**src/hw/rtl/nnsa_pkg.sv**
```systemverilog
// Shared types and constants for the nearest-neighbour scale address generator.
package nnsa_pkg;

  localparam int unsigned NNSA_MAX_DIM_DEF = 4096;

  localparam int unsigned COORD_W   = 12;
  localparam int unsigned SIZE_W    = 13;
  localparam int unsigned CFG_IDX_W = 2;

  localparam int unsigned AXES     = 2;
  localparam int unsigned AXIS_COL = 0;
  localparam int unsigned AXIS_ROW = 1;

  localparam int unsigned STEP_BITS = 4;

  localparam logic [CFG_IDX_W-1:0] REG_SRC_WIDTH  = 2'd0;
  localparam logic [CFG_IDX_W-1:0] REG_SRC_HEIGHT = 2'd1;
  localparam logic [CFG_IDX_W-1:0] REG_DST_WIDTH  = 2'd2;
  localparam logic [CFG_IDX_W-1:0] REG_DST_HEIGHT = 2'd3;

  typedef struct packed {
    logic [COORD_W-1:0] dst_row;
    logic [COORD_W-1:0] dst_col;
  } nnsa_in_t;

  typedef struct packed {
    logic [COORD_W-1:0] src_row;
    logic [COORD_W-1:0] src_col;
  } nnsa_out_t;

endpackage

```
**src/hw/rtl/nearest_neighbor_scale_address.sv**
```systemverilog
// Pipeline: one multiply stage, a restoring divider retiring STEP_BITS quotient bits per stage,
// and a clamp/output register.
// Throughput: one word per cycle; a stalled output holds every stage in place.
// Reset (synchronous, active low): clears all valid bits and sets every size to one.
// Nearest-neighbour scale address generator: pipelined top level.
module nearest_neighbor_scale_address
  import nnsa_pkg::*;
#(
  parameter int unsigned MAX_DIM = NNSA_MAX_DIM_DEF
) (
  input  logic                 clk,
  input  logic                 rst_n,
  input  logic                 cfg_we,
  input  logic [CFG_IDX_W-1:0] cfg_idx,
  input  logic [SIZE_W-1:0]    cfg_wdata,
  input  logic                 in_valid,
  output logic                 in_ready,
  input  nnsa_in_t             in_data,
  output logic                 out_valid,
  input  logic                 out_ready,
  output nnsa_out_t            out_data
);

  localparam int unsigned LAST_W     = $clog2(MAX_DIM);
  localparam int unsigned DEN_W      = LAST_W + 1;
  localparam int unsigned PROD_W     = COORD_W + LAST_W;
  localparam int unsigned NUM_W      = PROD_W + 1;
  localparam int unsigned DIV_STAGES = (NUM_W + STEP_BITS - 1) / STEP_BITS;
  localparam int unsigned QUO_W      = DIV_STAGES * STEP_BITS;

  function automatic logic [LAST_W-1:0] eff_last(input logic [SIZE_W-1:0] sz);
    int unsigned v;
    v = 32'(sz);
    if (v == 0) v = 1;
    if (v > MAX_DIM) v = MAX_DIM;
    return LAST_W'(v - 1);
  endfunction

  logic [LAST_W-1:0] src_last_r [AXES];
  logic [LAST_W-1:0] dst_last_r [AXES];

  logic [DEN_W-1:0]  den  [AXES];
  logic [LAST_W-1:0] lim  [AXES];

  logic [DIV_STAGES:0] vld_r;
  logic [QUO_W-1:0]    num_r   [DIV_STAGES+1][AXES];
  logic [QUO_W-1:0]    num_nxt [DIV_STAGES+1][AXES];
  logic [DEN_W-1:0]    rem_r   [DIV_STAGES+1][AXES];
  logic [DEN_W-1:0]    rem_nxt [DIV_STAGES+1][AXES];
  logic [QUO_W-1:0]    quo_r   [DIV_STAGES+1][AXES];
  logic [QUO_W-1:0]    quo_nxt [DIV_STAGES+1][AXES];

  logic      out_valid_r;
  nnsa_out_t out_data_r;
  nnsa_out_t out_data_nxt;

  logic advance;

  assign advance   = !out_valid_r || out_ready;
  assign in_ready  = advance;
  assign out_valid = out_valid_r;
  assign out_data  = out_data_r;

  always_ff @(posedge clk) begin
    if (!rst_n) begin
      for (int a = 0; a < AXES; a++) begin
        src_last_r[a] <= '0;
        dst_last_r[a] <= '0;
      end
    end else if (cfg_we) begin
      unique case (cfg_idx)
        REG_SRC_WIDTH:  src_last_r[AXIS_COL] <= eff_last(cfg_wdata);
        REG_SRC_HEIGHT: src_last_r[AXIS_ROW] <= eff_last(cfg_wdata);
        REG_DST_WIDTH:  dst_last_r[AXIS_COL] <= eff_last(cfg_wdata);
        REG_DST_HEIGHT: dst_last_r[AXIS_ROW] <= eff_last(cfg_wdata);
      endcase
    end
  end

  // destination size one: clamp limit of zero forces the result to zero
  always_comb begin
    for (int a = 0; a < AXES; a++) begin
      den[a] = {dst_last_r[a], 1'b0};
      lim[a] = (dst_last_r[a] == '0) ? '0 : src_last_r[a];
    end
  end

  always_comb begin
    logic [COORD_W-1:0] coord;
    logic [PROD_W-1:0]  prod;
    logic [DEN_W-1:0]   r;
    logic [QUO_W-1:0]   n;
    logic [QUO_W-1:0]   q;
    logic [DEN_W:0]     trial;
    for (int a = 0; a < AXES; a++) begin
      coord = (a == AXIS_COL) ? in_data.dst_col : in_data.dst_row;
      prod  = PROD_W'(coord) * PROD_W'(src_last_r[a]);
      num_nxt[0][a] = QUO_W'({prod, 1'b0}) + QUO_W'(dst_last_r[a]);
      rem_nxt[0][a] = '0;
      quo_nxt[0][a] = '0;
    end
    for (int s = 0; s < DIV_STAGES; s++) begin
      for (int a = 0; a < AXES; a++) begin
        r = rem_r[s][a];
        n = num_r[s][a];
        q = quo_r[s][a];
        for (int b = 0; b < STEP_BITS; b++) begin
          trial = {r, n[QUO_W-1]};
          n     = {n[QUO_W-2:0], 1'b0};
          if (trial >= {1'b0, den[a]}) begin
            r = DEN_W'(trial - {1'b0, den[a]});
            q = {q[QUO_W-2:0], 1'b1};
          end else begin
            r = trial[DEN_W-1:0];
            q = {q[QUO_W-2:0], 1'b0};
          end
        end
        num_nxt[s+1][a] = n;
        rem_nxt[s+1][a] = r;
        quo_nxt[s+1][a] = q;
      end
    end
  end

  always_comb begin
    logic [QUO_W-1:0] res [AXES];
    for (int a = 0; a < AXES; a++) begin
      if (quo_r[DIV_STAGES][a] > QUO_W'(lim[a])) begin
        res[a] = QUO_W'(lim[a]);
      end else begin
        res[a] = quo_r[DIV_STAGES][a];
      end
    end
    out_data_nxt.src_col = COORD_W'(res[AXIS_COL]);
    out_data_nxt.src_row = COORD_W'(res[AXIS_ROW]);
  end

  always_ff @(posedge clk) begin
    if (!rst_n) begin
      vld_r       <= '0;
      out_valid_r <= 1'b0;
    end else if (advance) begin
      vld_r       <= {vld_r[DIV_STAGES-1:0], in_valid};
      out_valid_r <= vld_r[DIV_STAGES];
    end
  end

  always_ff @(posedge clk) begin
    if (advance) begin
      for (int s = 0; s <= DIV_STAGES; s++) begin
        for (int a = 0; a < AXES; a++) begin
          num_r[s][a] <= num_nxt[s][a];
          rem_r[s][a] <= rem_nxt[s][a];
          quo_r[s][a] <= quo_nxt[s][a];
        end
      end
      out_data_r <= out_data_nxt;
    end
  end

endmodule

```
**config.mk**
```make
export PLATFORM = sky130hd
export DESIGN_NAME = nearest_neighbor_scale_address
export DESIGN_NICKNAME = d
export VERILOG_FILES = /design/src/hw/rtl/nnsa_pkg.sv /design/src/hw/rtl/nearest_neighbor_scale_address.sv
export SDC_FILE = /design/constraint.sdc
export NUM_CORES = 2
export LEC_CHECK = 0
export BUFFER_PORTS_ARGS = -buffer_cell sky130_fd_sc_hd__buf_2
export CAP_MARGIN = 20
export CORE_UTILIZATION = 54
export DETAILED_ROUTE_END_ITERATION = 10
export HOLD_SLACK_MARGIN = 0.08
export PLACE_DENSITY = 0.76
export SKIP_LAST_GASP = 1
export SLEW_MARGIN = 0
export SYNTH_ARGS = -nofsm -noshare
export SYNTH_HDL_FRONTEND = slang
export SYNTH_SLANG_ARGS = --single-unit
```
**constraint.sdc**
```tcl
create_clock -name clk -period 28.6 [get_ports clk]
set_input_delay 2.86 -clock clk [delete_from_list [all_inputs] [get_ports clk]]
set_output_delay 2.86 -clock clk [all_outputs]
set_load 0.1 [all_outputs]
```
==> run summary <==
The run finished with clean final reports. The number of detailed-routing iterations run before antenna repair came out at 6. The total I/O pin count is 70. The setup skew after layout came out at between 20 and 30 ps. The cell count after synthesis came out at a little over 7000. The number of H-tree branching levels came out at 3. Using the TritonRoute via totals, the vias-per-cell ratio works out to 6.15.

The maximum fanout along the worst path is 25. The final period utilization is between 40% and 50%. The worst setup path is captured at a flop. The total core area came out at 124000 µm².

The critical path class is reg -> reg. The setup slack of the critical path after layout came out at 16370 ps. The total vias in the final route is 54700.

The congestion estimate from routability-driven global placement came to roughly 0.9. The count of endpoints failing hold in the final timing report was 0. Counting flops with a built-in enable in the synthesized netlist gives between 600 and 700. The global-route total usage across every layer is between 20 and 30%. The net count after synthesis is 8224. In this run, synthesis produced a sequential element count of 681.

The hold-fix buffer count after cts came out at 0. Headroom to the max-slew limit came out at 26.0%. The die width is 356 µm. Before CTS, the worst setup slack after placement is 16000 ps. In the routed design, unresolved DRC markers number 0. In this run the most critical hold path is launched from num_r[0][46]. The shortest period the worst path allows came out at 12230 ps. The post-synthesis cell type count is 94.

The post-synthesis instance area came out at 67700 µm². The number of clock buffers inserted by TritonCTS is 80. The via count of the first global-routing pass came to 53100. The min-delay analysis places its worst path in the category reg -> reg. Summed over all layers, the global routing overflow is 0.

In the synthesized netlist the dominant register cell turns out to be sky130_fd_sc_hd__edfxtp_1. At the end of the flow, the number of nets in the layout was 8311. The max-cap check violation count is 0.

The clock-pin slew on the worst setup and hold paths is 60 ps. The post-cts resize count came out at 0. The detailed router finished its first iteration with ~4400 violations. The data arrival time of the critical path came out at 12720 ps. The count of pins over their slew limit is 0.

The initial antenna violation count is 6. Setup repair after global routing left no endpoint under its margin. The first-pass GRT wire length came out at 279000 µm. After detailed routing, the average wire length per cell comes to between 15 and 20 µm. At the pin with the least slew margin, the transition time is between 1000 and 1500 ps. The worst stage delay on the critical path came out at about 730 ps. The type of origin of the critical path is a flop. After legalization and detailed placement, the total HPWL measured 134000 µm. On the critical path, the stage with the largest delay is an instance of sky130_fd_sc_hd__nand4b_1.

The number of buffers inserted to repair setup after CTS came out at 0. The startpoint of the worst-slack reg-to-reg timing path is dst_last_r[0][13]. In this run the vertical extent of the chip is 356 µm. The data required time of the critical path is 29090 ps. For this run, the number of Yosys warnings is 0. The clock latency on the worst-skew pair came out at 680 ps. The wire length reported by the detailed router is 176000 µm. The total setup violations reported at the end of the flow came out at 0. The critical path starts at dst_last_r[0][13]. The post-route worst hold slack is 410 ps. The number of placement rows came out at around 130. The final cell utilization of the core is 58.7%. The fmax is 81.8 MHz. The number of nets with antenna violations after detailed routing came out at 0. Cells with a size suffix above 1 make up 8.02% of the layout. Entering global routing, the biggest net connects 191 pins. TritonCTS built the clock tree. The floorplan die area is ~130000 µm². The count of buffers from port buffering is ~70. After synthesis, the share of flip-flops with an asynchronous set or reset is 0%.

The proportion of synthesized chip area in sequential cells came out at 30.1%. The layout overhead on the synthesized area is 7.46%. The starting utilization of the core area is between 50 and 60%. The post-synthesis average cell area came out at 9.52 µm². The longest clock path from root to sink contains 3 buffers. Clock tree synthesis found a total of 681 sinks. The buffer cell driving the clock tree root is sky130_fd_sc_hd__clkbuf_16. The final sum of negative setup slack came out at 0 ps.
[final cells by class]
type	instances	area [µm²]
antenna	1	2.50
clock buffer	92	2110
clock inverter	48	420
fill	10500	51200
inverter	671	2530
multi-input combinational	5615	44300
sequential	681	20400
tap	1637	2050
timing repair buffer	147	973
[placed cells by master, fill, tap and decap left out, types with 24 or more instances in the layout]
cell type,instances
sky130_fd_sc_hd__o21bai_1,62
sky130_fd_sc_hd__fa_1,250
sky130_fd_sc_hd__a211oi_1,39
sky130_fd_sc_hd__nor3_1,156
sky130_fd_sc_hd__a31oi_1,33
sky130_fd_sc_hd__ha_1,821
sky130_fd_sc_hd__buf_4,72
sky130_fd_sc_hd__xor2_1,172
sky130_fd_sc_hd__clkbuf_16,83
sky130_fd_sc_hd__nor2_1,454
sky130_fd_sc_hd__o21a_1,89
sky130_fd_sc_hd__or3_1,41
sky130_fd_sc_hd__nand4_1,99
sky130_fd_sc_hd__a22o_1,24
sky130_fd_sc_hd__a21boi_0,48
sky130_fd_sc_hd__o31ai_1,51
sky130_fd_sc_hd__nand2_1,650
sky130_fd_sc_hd__edfxtp_1,672
sky130_fd_sc_hd__and2_1,114
sky130_fd_sc_hd__a21o_1,176
sky130_fd_sc_hd__o21ai_0,340
sky130_fd_sc_hd__inv_1,656
sky130_fd_sc_hd__o211ai_1,38
sky130_fd_sc_hd__buf_2,70
sky130_fd_sc_hd__nor2b_1,129
sky130_fd_sc_hd__nand3_1,96
sky130_fd_sc_hd__xnor2_1,323
sky130_fd_sc_hd__o221ai_1,37
sky130_fd_sc_hd__nand2b_1,65
sky130_fd_sc_hd__or2_2,32
sky130_fd_sc_hd__a221o_1,55
sky130_fd_sc_hd__a21oi_1,463
sky130_fd_sc_hd__mux2_2,234
sky130_fd_sc_hd__and3_1,45
sky130_fd_sc_hd__nor4_1,50
sky130_fd_sc_hd__mux2i_1,87
[synthesized netlist by cell type (24+ instances only)]
library cell               number  share of area (%)
sky130_fd_sc_hd__ha_1         821                 15
sky130_fd_sc_hd__edfxtp_1     672                 30
sky130_fd_sc_hd__inv_1        658                3.6
sky130_fd_sc_hd__nand2_1      650                3.6
sky130_fd_sc_hd__a21oi_1      463                3.4
sky130_fd_sc_hd__nor2_1       454                2.5
sky130_fd_sc_hd__o21ai_0      341                2.5
sky130_fd_sc_hd__xnor2_1      323                4.2
sky130_fd_sc_hd__fa_1         250                7.4
sky130_fd_sc_hd__mux2_2       234                3.9
sky130_fd_sc_hd__a21o_1       176                2.0
sky130_fd_sc_hd__xor2_1       172                2.2
sky130_fd_sc_hd__nor3_1       156                1.2
sky130_fd_sc_hd__nor2b_1      129                1.2
sky130_fd_sc_hd__clkbuf_1     124               0.69
sky130_fd_sc_hd__and2_1       114                1.1
sky130_fd_sc_hd__nand4_1       99               0.92
sky130_fd_sc_hd__nand3_1       96               0.71
sky130_fd_sc_hd__o21a_1        89               0.99
sky130_fd_sc_hd__mux2i_1       87                1.3
sky130_fd_sc_hd__nand2b_1      65               0.60
sky130_fd_sc_hd__o21bai_1      62               0.69
sky130_fd_sc_hd__a221o_1       55               0.81
sky130_fd_sc_hd__o31ai_1       52               0.58
sky130_fd_sc_hd__nor4_1        50               0.46
sky130_fd_sc_hd__a21boi_0      48               0.53
sky130_fd_sc_hd__and3_1        45               0.42
sky130_fd_sc_hd__or3_1         41               0.38
sky130_fd_sc_hd__a211oi_1      40               0.44
sky130_fd_sc_hd__o211ai_1      38               0.42
sky130_fd_sc_hd__o221ai_1      37               0.48
sky130_fd_sc_hd__a31oi_1       33               0.31
sky130_fd_sc_hd__or2_2         32               0.30
sky130_fd_sc_hd__a22o_1        24               0.31
[worst max-delay path, delay by kind of cell (launching register included)]
kind / cells / cell delay [ps]
flip-flops: 1 / 350
AO/OA/AOI/OAI: 19 / 5290
multiplexers: 3 / 890
AND/OR/NAND/NOR: 8 / 2230
adder cells (fa/ha/maj): 4 / 1320
buffers and inverters: 6 / 1910
[logic make-up after synthesis]
| logic type | count (synthesis) | synth area share (%) |
|---|---|---|
| XOR/XNOR | 495 | 6.41 |
| AND/OR/NAND/NOR | 2044 | 14.8 |
| adder cells (fa/ha/maj) | 1071 | 22.6 |
| multiplexers | 323 | 5.23 |
| buffers and inverters | 813 | 4.52 |
| AO/OA/AOI/OAI | 1682 | 16.4 |
| flip-flops | 681 | 30.1 |
[sequential cells by signal (all words and copies together), names as in the netlist]
name and flops:
quo_r 224, num_r 220, rem_r 156, dst_last_r 24, out_data 24, src_last_r 24, vld_r 8, out_valid 1
[final timing paths]
check                 end  slack [ps]  depth (start not counted)
max           rem_r[4][3]       16370                         40
min          num_r[1][50]         410                          0
max reg2reg   rem_r[4][3]       16370                         40
min reg2reg  num_r[1][50]         410                          0
[per-stage QoR]
step / instance area (µm²) / instances
floorplan: 67700 / 7109
global placement: 70100 / 8746
detailed placement: 70100 / 8747
CTS: 72700 / 8887
global route: 72700 / 8891
finish: 72700 / 8892
[metal layers]
metal / track usage (%) / share of wire [%]
met1: 38.3 / 45
met2: 43.9 / 45
met3: 3.90 / 6.8
met4: 8.13 / 2.7
met5: 0 / 0
Power is not shown: default switching activity piles up to over one toggle a cycle in this logic, so the estimate is an artifact.
